$ cat src/hw/rtl/fprx_pkg.sv
// Package: constants, register indexes and state type of the frame receiver.
package fprx_pkg;

    localparam int BYTE_W              = 8;
    localparam int MAX_FRAME_BYTES_DEF = 32;
    localparam int CFG_IDX_W           = 1;
    localparam int USER_W              = 2;

    localparam logic [BYTE_W-1:0] START_MARKER_RST = 8'h02;
    localparam logic [BYTE_W-1:0] END_MARKER_RST   = 8'h03;

    localparam logic [CFG_IDX_W-1:0] CFG_START_MARKER = 1'b0;
    localparam logic [CFG_IDX_W-1:0] CFG_END_MARKER   = 1'b1;

    typedef enum logic [1:0] {
        ST_RX,
        ST_RD,
        ST_OUT
    } fprx_state_t;

endpackage

$ cat src/hw/rtl/framed_packet_receiver_xor_check_core.sv
// Top level: start/end byte deframer with XOR frame check and payload drain.
//
//  channel  | direction | handshake                   | contents
//  ---------+-----------+-----------------------------+-------------------------------
//  cfg      | in        | cfg_we                      | cfg_index, cfg_data (markers)
//  s_axis   | in        | s_axis_tvalid/s_axis_tready | rx_byte
//  m_axis   | out       | m_axis_tvalid/m_axis_tready | payload_byte, tlast, tuser flags
//
//  Rate: one received byte per cycle while no frame is draining.
//  A closed frame drains from the frame store one result at a time, each
//  through a RAM read state (ST_RD) and then an output state (ST_OUT);
//  an empty frame goes straight to ST_OUT with one empty result.
//  s_axis_tready is low during the drain; m_axis stalls hold the result.
//  Reset clears control state only; the frame store needs no clearing pass.
module framed_packet_receiver_xor_check_core #(
    parameter int MAX_FRAME_BYTES = fprx_pkg::MAX_FRAME_BYTES_DEF
) (
    input  logic                           clk,
    input  logic                           rst_n,
    // configuration write port
    input  logic                           cfg_we,
    input  logic [fprx_pkg::CFG_IDX_W-1:0] cfg_index,
    input  logic [fprx_pkg::BYTE_W-1:0]    cfg_data,
    // received bytes
    input  logic                           s_axis_tvalid,
    output logic                           s_axis_tready,
    input  logic [fprx_pkg::BYTE_W-1:0]    s_axis_tdata,  // [7:0] rx_byte
    // frame payload results
    output logic                           m_axis_tvalid,
    input  logic                           m_axis_tready,
    output logic [fprx_pkg::BYTE_W-1:0]    m_axis_tdata,  // [7:0] payload_byte
    output logic                           m_axis_tlast,  // is_last
    output logic [fprx_pkg::USER_W-1:0]    m_axis_tuser   // [0] frame_status, [1] payload_empty
);

    import fprx_pkg::*;

    localparam int AW = $clog2(MAX_FRAME_BYTES);
    localparam int CW = $clog2(MAX_FRAME_BYTES + 1);

    // Configuration registers
    logic [BYTE_W-1:0] start_reg;
    logic [BYTE_W-1:0] end_reg;

    // Frame control state
    fprx_state_t       state_reg, state_next;
    logic              in_frame_reg, in_frame_next;
    logic [CW-1:0]     count_reg, count_next;
    logic [BYTE_W-1:0] check_reg, check_next;
    logic [AW-1:0]     rd_idx_reg, rd_idx_next;
    logic [AW-1:0]     last_idx_reg, last_idx_next;
    logic              fail_reg, fail_next;
    logic              empty_reg, empty_next;

    // Frame store port signals
    logic              ram_we;
    logic              ram_re;
    logic [BYTE_W-1:0] ram_rdata;

    logic              in_acc;
    logic              out_acc;
    logic [BYTE_W-1:0] rx_byte;
    logic [BYTE_W-1:0] check_x;
    logic [CW-1:0]     cnt_inc;
    logic              close;
    logic [CW-1:0]     close_cnt;
    logic [BYTE_W-1:0] close_chk;
    logic              out_last;

    fprx_ram #(
        .WIDTH (BYTE_W),
        .DEPTH (MAX_FRAME_BYTES)
    ) u_store (
        .clk   (clk),
        .we    (ram_we),
        .waddr (count_reg[AW-1:0]),
        .wdata (rx_byte),
        .re    (ram_re),
        .raddr (rd_idx_reg),
        .rdata (ram_rdata)
    );

    // Configuration writes: take effect on the next received byte.
    always_ff @(posedge clk or negedge rst_n)
    begin
        if (!rst_n)
        begin
            start_reg <= START_MARKER_RST;
            end_reg   <= END_MARKER_RST;
        end
        else if (cfg_we)
        begin
            unique case (cfg_index)
                CFG_START_MARKER: start_reg <= cfg_data;
                CFG_END_MARKER:   end_reg   <= cfg_data;
                default:          ;
            endcase
        end
    end

    assign rx_byte  = s_axis_tdata;
    assign in_acc   = s_axis_tvalid && s_axis_tready;
    assign out_acc  = m_axis_tvalid && m_axis_tready;
    assign check_x  = check_reg ^ rx_byte;
    assign cnt_inc  = count_reg + CW'(1);
    assign out_last = empty_reg || (rd_idx_reg == last_idx_reg);

    // Output side: the RAM read register holds the byte during a stall.
    assign s_axis_tready = (state_reg == ST_RX);
    assign m_axis_tvalid = (state_reg == ST_OUT);
    assign m_axis_tdata  = empty_reg ? '0 : ram_rdata;
    assign m_axis_tlast  = out_last;
    assign m_axis_tuser  = {empty_reg, fail_reg & out_last};

    always_ff @(posedge clk or negedge rst_n)
    begin
        if (!rst_n)
        begin
            state_reg <= ST_RX;
        end
        else
        begin
            state_reg <= state_next;
        end
    end

    always_ff @(posedge clk or negedge rst_n)
    begin
        if (!rst_n)
        begin
            in_frame_reg <= 1'b0;
            count_reg    <= '0;
            check_reg    <= '0;
            rd_idx_reg   <= '0;
            last_idx_reg <= '0;
            fail_reg     <= 1'b0;
            empty_reg    <= 1'b0;
        end
        else
        begin
            in_frame_reg <= in_frame_next;
            count_reg    <= count_next;
            check_reg    <= check_next;
            rd_idx_reg   <= rd_idx_next;
            last_idx_reg <= last_idx_next;
            fail_reg     <= fail_next;
            empty_reg    <= empty_next;
        end
    end

    always_comb
    begin
        state_next    = state_reg;
        in_frame_next = in_frame_reg;
        count_next    = count_reg;
        check_next    = check_reg;
        rd_idx_next   = rd_idx_reg;
        last_idx_next = last_idx_reg;
        fail_next     = fail_reg;
        empty_next    = empty_reg;
        ram_we        = 1'b0;
        ram_re        = 1'b0;
        close         = 1'b0;
        close_cnt     = count_reg;
        close_chk     = check_reg;

        unique case (state_reg)
            ST_RX:
            begin
                if (in_acc)
                begin
                    if (!in_frame_reg)
                    begin
                        // Wait for the start byte; seed the check with it.
                        if (rx_byte == start_reg)
                        begin
                            in_frame_next = 1'b1;
                            count_next    = '0;
                            check_next    = start_reg;
                        end
                    end
                    else if (rx_byte == end_reg)
                    begin
                        close     = 1'b1;
                        close_cnt = count_reg;
                        close_chk = check_x;
                    end
                    else if (rx_byte == start_reg)
                    begin
                        // Restart: drop the partial frame.
                        count_next = '0;
                        check_next = start_reg;
                    end
                    else
                    begin
                        // Store the byte; close when the store fills.
                        ram_we     = 1'b1;
                        count_next = cnt_inc;
                        check_next = check_x;
                        if (cnt_inc == CW'(MAX_FRAME_BYTES))
                        begin
                            close     = 1'b1;
                            close_cnt = cnt_inc;
                            close_chk = check_x;
                        end
                    end
                end

                if (close)
                begin
                    in_frame_next = 1'b0;
                    count_next    = '0;
                    check_next    = '0;
                    fail_next     = (close_chk != '0);
                    rd_idx_next   = '0;
                    if (close_cnt <= CW'(1))
                    begin
                        // At most the check byte stored: one empty result.
                        empty_next = 1'b1;
                        state_next = ST_OUT;
                    end
                    else
                    begin
                        // Last stored byte is the check byte: skip it.
                        empty_next    = 1'b0;
                        last_idx_next = close_cnt[AW-1:0] - AW'(2);
                        state_next    = ST_RD;
                    end
                end
            end

            ST_RD:
            begin
                ram_re     = 1'b1;
                state_next = ST_OUT;
            end

            ST_OUT:
            begin
                if (out_acc)
                begin
                    if (out_last)
                    begin
                        empty_next = 1'b0;
                        state_next = ST_RX;
                    end
                    else
                    begin
                        rd_idx_next = rd_idx_reg + AW'(1);
                        state_next  = ST_RD;
                    end
                end
            end

            default:
            begin
                state_next = ST_RX;
            end
        endcase
    end

endmodule

$ cat src/hw/rtl/fprx_ram.sv
// Generic single-port-write, single-port-read RAM with registered read data.
module fprx_ram #(
    parameter int WIDTH = fprx_pkg::BYTE_W,
    parameter int DEPTH = fprx_pkg::MAX_FRAME_BYTES_DEF
) (
    input  logic                     clk,
    input  logic                     we,
    input  logic [$clog2(DEPTH)-1:0] waddr,
    input  logic [WIDTH-1:0]         wdata,
    input  logic                     re,
    input  logic [$clog2(DEPTH)-1:0] raddr,
    output logic [WIDTH-1:0]         rdata
);

    logic [WIDTH-1:0] mem [DEPTH];

    always_ff @(posedge clk)
    begin
        if (we)
        begin
            mem[waddr] <= wdata;
        end
        if (re)
        begin
            rdata <= mem[raddr];
        end
    end

endmodule

$ cat config.mk
export PLATFORM = sky130hd
export DESIGN_NAME = framed_packet_receiver_xor_check_core
export DESIGN_NICKNAME = d
export VERILOG_FILES = /design/src/hw/rtl/fprx_pkg.sv /design/src/hw/rtl/framed_packet_receiver_xor_check_core.sv /design/src/hw/rtl/fprx_ram.sv
export SDC_FILE = /design/constraint.sdc
export NUM_CORES = 1
export LEC_CHECK = 0
export BUFFER_PORTS_ARGS = -buffer_cell sky130_fd_sc_hd__buf_2
export CAP_MARGIN = 20
export CORE_MARGIN = 2
export CORE_UTILIZATION = 60
export CTS_CLUSTER_DIAMETER = 40
export DETAILED_ROUTE_END_ITERATION = 7
export PLACE_DENSITY = 0.77
export SLEW_MARGIN = 20
export SYNTH_ARGS = -nofsm -noshare
export SYNTH_HDL_FRONTEND = slang
export SYNTH_SLANG_ARGS = --single-unit
$ cat constraint.sdc
create_clock -name clk -period 3.1 [get_ports clk]
set_input_delay 0.155 -clock clk [delete_from_list [all_inputs] [get_ports clk]]
set_output_delay 0.155 -clock clk [all_outputs]
set_load 0.005 [all_outputs]
# Word-level counts from Yosys, hierarchy flattened
# Memory sizes are Yosys's and may differ from the RTL's. A register that Yosys moved wholly into a read port is not among the register bits.
# Cells that the tools add are included.
[op_classes]
n_addsub = 3
n_lt_le_gt_ge = 1
eq_ne = 11
mux = 57
bitwise = 4
reduce_logical = 17
[op_table]
columns = ["op", "n"]
rows = [
  ["two-way mux 8 bit", 13],
  ["two-way mux 6 bit", 12],
  ["two-way mux 1 bit", 23],
  ["equality test 8 bit", 2],
  ["two-way mux 5 bit", 3],
  ["AND reduction 4 bit", 3],
  ["case mux 5 bit (2 select lines)", 1],
  ["AND reduction 2 bit", 5],
  ["nonzero test 8 bit", 1],
  ["XOR 8 bit", 1],
  ["adder 6 x 1 -> 6 bit, second input constant", 1],
  ["equality test 6 bit, second input constant", 1],
  ["less-or-equal comparator 6 x 1 -> 1 bit, second input constant", 1],
  ["two-way mux 2 bit", 3],
  ["inequality test 2 x 1 -> 1 bit, second input constant", 3],
  ["case mux 2 bit (3 select lines)", 1],
  ["adder 5 x 1 -> 5 bit, second input constant", 1],
  ["equality test 5 bit", 1],
  ["subtractor 5 x 2 -> 5 bit, second input constant", 1],
  ["nonzero test 2 bit", 2],
  ["inequality test 3 x 2 -> 1 bit, second input constant", 1],
  ["AND reduction 3 bit", 1],
  ["nonzero test 3 bit", 1],
  ["equality test 2 x 1 -> 1 bit, second input constant", 1],
  ["other kinds (8)", 10],
]
[word_totals]
regBits = 45
ram_bits = 256
mem_count = 1
[mem_list]
columns = ["name", "depth", "width", "rd", "rd_ports_with_merged_regs", "write_ports", "line", "rtl"]
rows = [
  ["u_store.mem", 32, 8, 1, 1, 1, "fprx_ram.sv:15", "logic [WIDTH-1:0] mem [DEPTH];"],
]

# Logic depth before layout (Yosys ltp)
[depth]
depth_word = 12
depth_mapped = 9

# Hierarchy
# From an unflattened synthesis, not the netlist that was laid out.
[unflattened]
hier_cells = 679
area_unflattened_um2 = 12958.7
[modules_own_cells]
columns = ["mod", "instances", "cells_each", "area_per_inst_um2", "seq_area_each_um2"]
rows = [
  ["fprx_ram", 1, 417, 10133.5, 7927.6],
  ["framed_packet_receiver_xor_check_core", 1, 262, 2825.2, 1129.8],
]

# Worst setup path after synthesis
# Ideal clock, no wire load.
[synth_timing]
path_type = "reg-to-reg"
start = "register rd_idx_reg[1]"
end = "register u_store.rdata[0] (read register of u_store.mem) (data pin)"
setup_ps = 260
arrival_time_ps = 2103
required_time_ps = 2840
setup_slack_ps = 738
stages_incl_launch_ff = 6
path_buffers = 2
synth_period_minus_slack_ps = 2362
cell_sequence = "dfrtp_1 -> buf_1 -> clkbuf_1 -> mux4_2 -> mux4_2 -> mux2_2"
[synth_rtl]
columns = ["element", "line", "rtl"]
rows = [
  ["start, declared", "framed_packet_receiver_xor_check_core.sv:50", "logic [AW-1:0] rd_idx_reg, rd_idx_next;"],
  ["start signal, assigned", "framed_packet_receiver_xor_check_core.sv:144", "rd_idx_reg <= rd_idx_next;"],
  ["end, declared", "fprx_ram.sv:12", "output logic [WIDTH-1:0] rdata"],
]

# Worst setup path after layout
[layout_timing]
start = "register start_reg[1]"
end = "memory u_store.mem[15][4] (netlist name), enable pin"
[layout_between]
elab_chain_len = 8
[layout_rtl]
columns = ["element", "line", "rtl"]
rows = [
  ["start, declared", "framed_packet_receiver_xor_check_core.sv:42", "logic [BYTE_W-1:0] start_reg;"],
  ["start signal, assigned", "framed_packet_receiver_xor_check_core.sv:94", "CFG_START_MARKER: start_reg <= cfg_data;"],
  ["equality test 8 bit", "framed_packet_receiver_xor_check_core.sv:188", "else if (rx_byte == start_reg)"],
  ["two-way mux 1 bit", "framed_packet_receiver_xor_check_core.sv:188", ""],
  ["two-way mux 1 bit", "framed_packet_receiver_xor_check_core.sv:182", "else if (rx_byte == end_reg)"],
  ["two-way mux 1 bit", "framed_packet_receiver_xor_check_core.sv:172", "if (!in_frame_reg)"],
  ["two-way mux 1 bit", "framed_packet_receiver_xor_check_core.sv:170", "if (in_acc)"],
  ["two-way mux 1 bit", "framed_packet_receiver_xor_check_core.sv:167", "unique case (state_reg)"],
  ["two-way mux 1 bit", "fprx_ram.sv:19", "if (we)"],
  ["two-way mux 1 bit (not written as such)", "fprx_ram.sv:21", "mem[waddr] <= wdata;"],
  ["end, declared", "fprx_ram.sv:15", ""],
]
# No other way between the ends.

==> key figures <==
Run status
  • Status: finished, final reports clean

CTS
  • H-tree depth: 2
  • Skew-Pair Late Insertion Delay: 0.51 ns
  • CTS root buf: clkbuf_16
  • Setup Fix Bufs, Post-CTS: 0
  • CTS buffer count: 34
  • Clk slew on worst S/H paths: 0.06 ns
  • Cts hold-fix bufs: 10
  • Clock tree sinks: 309
  • Post_cts resized: 0
  • CTS tree: done
  • Clock tree buffer depth: 3

Synth
  • Post-synthesis instance total: 691
  • Number of flops mapped to enable cells by yosys: 264
  • Synth Warn #: 0
  • Yosys top cell by area: edfxtp_1
  • Mapped Avg Cell Area: 18.68 um^2
  • Syn Nets: 720
  • Sequential share of the synthesized area: 70.16%
  • Post-synthesis cell type count: 56
  • Top_reg_cell synth: edfxtp_1
  • Synth async-reset ratio: 14.56%
  • Post-synth top area share: 61.41%
  • Largest cells by area after synthesis: edfxtp_1, mux4_2, dfrtp_1
  • Yosys reg bits: 309
  • Cell area after synthesis: 12910 um^2

Cells and area
  • Share of layout cells above drive strength 1: 28.26%
  • Commonest cells after routing, fill and taps aside: edfxtp_1, mux4_2, nor2_1, dfrtp_1, clkbuf_16
  • Max FFs per register: 256
  • Synthesis-to-finish area growth: 13.81%
  • Largest Register: u_store.mem
  • Final cell count without fillers: 1068
  • Final instance area: 14690 um^2
  • Most common cell after layout, fill and taps aside: edfxtp_1
  • Final nets: 793

Floorplan
  • DIE AREA: 22710 um^2
  • Io pins: 35
  • Core area: 21090 um^2
  • Starting density of the core: 61.22%
  • Rows: 53
  • Die span in y: 150.7 um
  • Die width: 150.7 um

GRT
  • Initial antenna violation count: 5
  • Vias in the first global route: 7192
  • Grt met3 use: 5.545%
  • Largest net degree at the start of global routing: 46
  • Total gr overflow: 0
  • Met2 Track Usage GR: 45.75%
  • GRT busiest layer: met2
  • GRT met1 Usage: 36.91%
  • Tot GR Track Use: 27.38%
  • First-pass GRT wire length: 44550 um

Critical path
  • WP data arrival: 3.10 ns
  • CP Launch Type: flip-flop
  • Crit path to: u_store.mem[15][4]$_DFFE_PP_
  • Capturing point of the worst reg2reg path: u_store.mem[15][4]$_DFFE_PP_
  • Slowest CP cell: nor2_1
  • Worst EP required: 3.23 ns
  • Worst Reg-to-Reg Cells: 5
  • Critical path's largest stage delay: 0.84 ns
  • CP max FO: 8
  • Worst setup EP type: flip-flop
  • Family with the most delay on the worst path: simple AND/OR/NAND/NOR gates
  • Worst reg2reg startpoint: start_reg[1]$_DFFE_PN1P_
  • CP startpoint: start_reg[1]$_DFFE_PN1P_
  • Critical-path cell list: xor2_1, nor4_4, a21oi_1, nand3_1, nor2_1
  • Worst path bufs/invs: 0
  • Levels on crit path: 5
  • R2R Setup Slk: 0.14 ns
  • Critical path type: flip-flop to flip-flop

Pwr
  • Clock power frac: 34.9%
  • Sequential power share: 44.8%
  • Leakage: 5.016 nW
  • Pwr dens: 752.5 nW/um^2
  • Power share of the combinational group: 20.3%
  • Peak VDD IR: 0.5484 mV
  • P_sw: 0.002984 W
  • Sw Ratio: 26.99%
  • Int Pwr: 0.008073 W

Route
  • 1st-pass router iterations: 5
  • Via density: 6.537
  • Final WL: 29240 um
  • Post-DRT Antenna Nets: 0
  • Via count: 6982
  • WL/cell: 27.37 um
  • DR DRC count: 0
  • DR iter-0 viols: 769

STA
  • Final setup vio count: 0
  • Tightest Pin Transition: 0.8745 ns
  • Slew HR: 41.48%
  • Final min period: 2.960 ns
  • Max Freq: 337.8 MHz
  • Final hold violations: 0
  • Clock skew: 0.01748 ns
  • Setup TNS: 0 ns
  • Crit share post-route: 95.49%
  • Unrepaired setup endpoints after global routing: false
  • Fin worst setup slack: 0.1398 ns
  • Final Slew Violations: 0

Place
  • Placed Area: 13510 um^2
  • Routability Congestion: 0.8892
  • Pre-CTS setup slack: 0.2335 ns
  • Dpl hpwl: 18390 um
  • IO buf count: 34
  • Placed cell count: 993

Hold path
  • Hold crit path type: input port to flip-flop

Run
  • Max_cap viols: 0
-- power groups by stage --
stage / registers (W) / clock network (W) / logic [W]
final: 0.00495 / 0.00386 / 0.00225
after CTS: 0.00495 / 0.00390 / 0.00226
after global routing: 0.00498 / 0.00405 / 0.00240
after global placement: 0.00501 / 0 / 0.00216
after detailed placement: 0.00503 / 0 / 0.00222
after floorplan: 0.00487 / 0 / 0.00169
-- synthesized netlist by cell type (3+ instances only) --
cell and number:
a211oi_1 4, a21o_1 4, a21oi_1 4, buf_1 3, buf_2 7, buf_6 4
clkbuf_1 14, dfrtp_1 42, dfstp_2 3, edfxtp_1 264, ha_1 7, inv_1 18
mux2_1 3, mux2_2 25, mux2i_1 14, mux4_2 80, nand2_1 10, nand3_1 15
nand4_1 7, nor2_1 46, nor2b_1 20, nor3_1 6, o21ai_0 14, o21bai_1 3
o22ai_1 4, o2bb2ai_1 8, xnor2_1 15, xor2_1 12
-- area by class of cell --
cell class	count	area, um^2
clock buffer	39	890.9
clock inverter	22	183.9
timing repair buffer	66	500.5
sequential	309	9062
antenna	4	10.01
fill	1290	6395
tap	275	344.1
multi-input combinational	334	3630
inverter	19	71.32
-- through the flow --
step / total power (W) / hold slack, ns / util [%]
floorplan: 0.006560 / -0.1406 / -
global placement: 0.007172 / 0.3736 / 64.04
detailed placement: 0.007245 / 0.3844 / 64.04
CTS: 0.01111 / 0.01424 / 69.62
global route: 0.01143 / 0.009241 / 69.64
finish: 0.01106 / 0.02609 / 69.67
-- worst min-delay path by stage --
stage	start	end	slack, ns	cells after the start
after floorplan	rst_n	check_reg[0]$_DFFE_PN0P_	-0.14	0
after global placement	rst_n	rd_idx_reg[0]$_DFFE_PN0P_	0.37	1
after detailed placement	rst_n	rd_idx_reg[0]$_DFFE_PN0P_	0.38	1
after CTS	s_axis_tdata[7]	u_store.mem[5][7]$_DFFE_PP_	0.01	1
after global routing	s_axis_tdata[7]	u_store.mem[5][7]$_DFFE_PP_	0.009	1
final	s_axis_tdata[4]	u_store.mem[5][4]$_DFFE_PP_	0.03	1
-- layer usage --
layer | wire length, um | part of all wire, %
met5 | 0 | 0
met2 | 14940 | 51
met3 | 2280 | 7.8
met1 | 11120 | 38
met4 | 888 | 3.0
-- cell families after synthesis --
kind of cell | synth area share [%]
and+or+nand+nor | 4.749
AOI/OAI and AO/OA | 3.373
buffers and inverters | 1.725
DFF | 70.16
adders and majority gates | 0.6784
xor gates and xnor gates | 1.832
muxes | 17.48
Power figures use the tool's default switching activity.
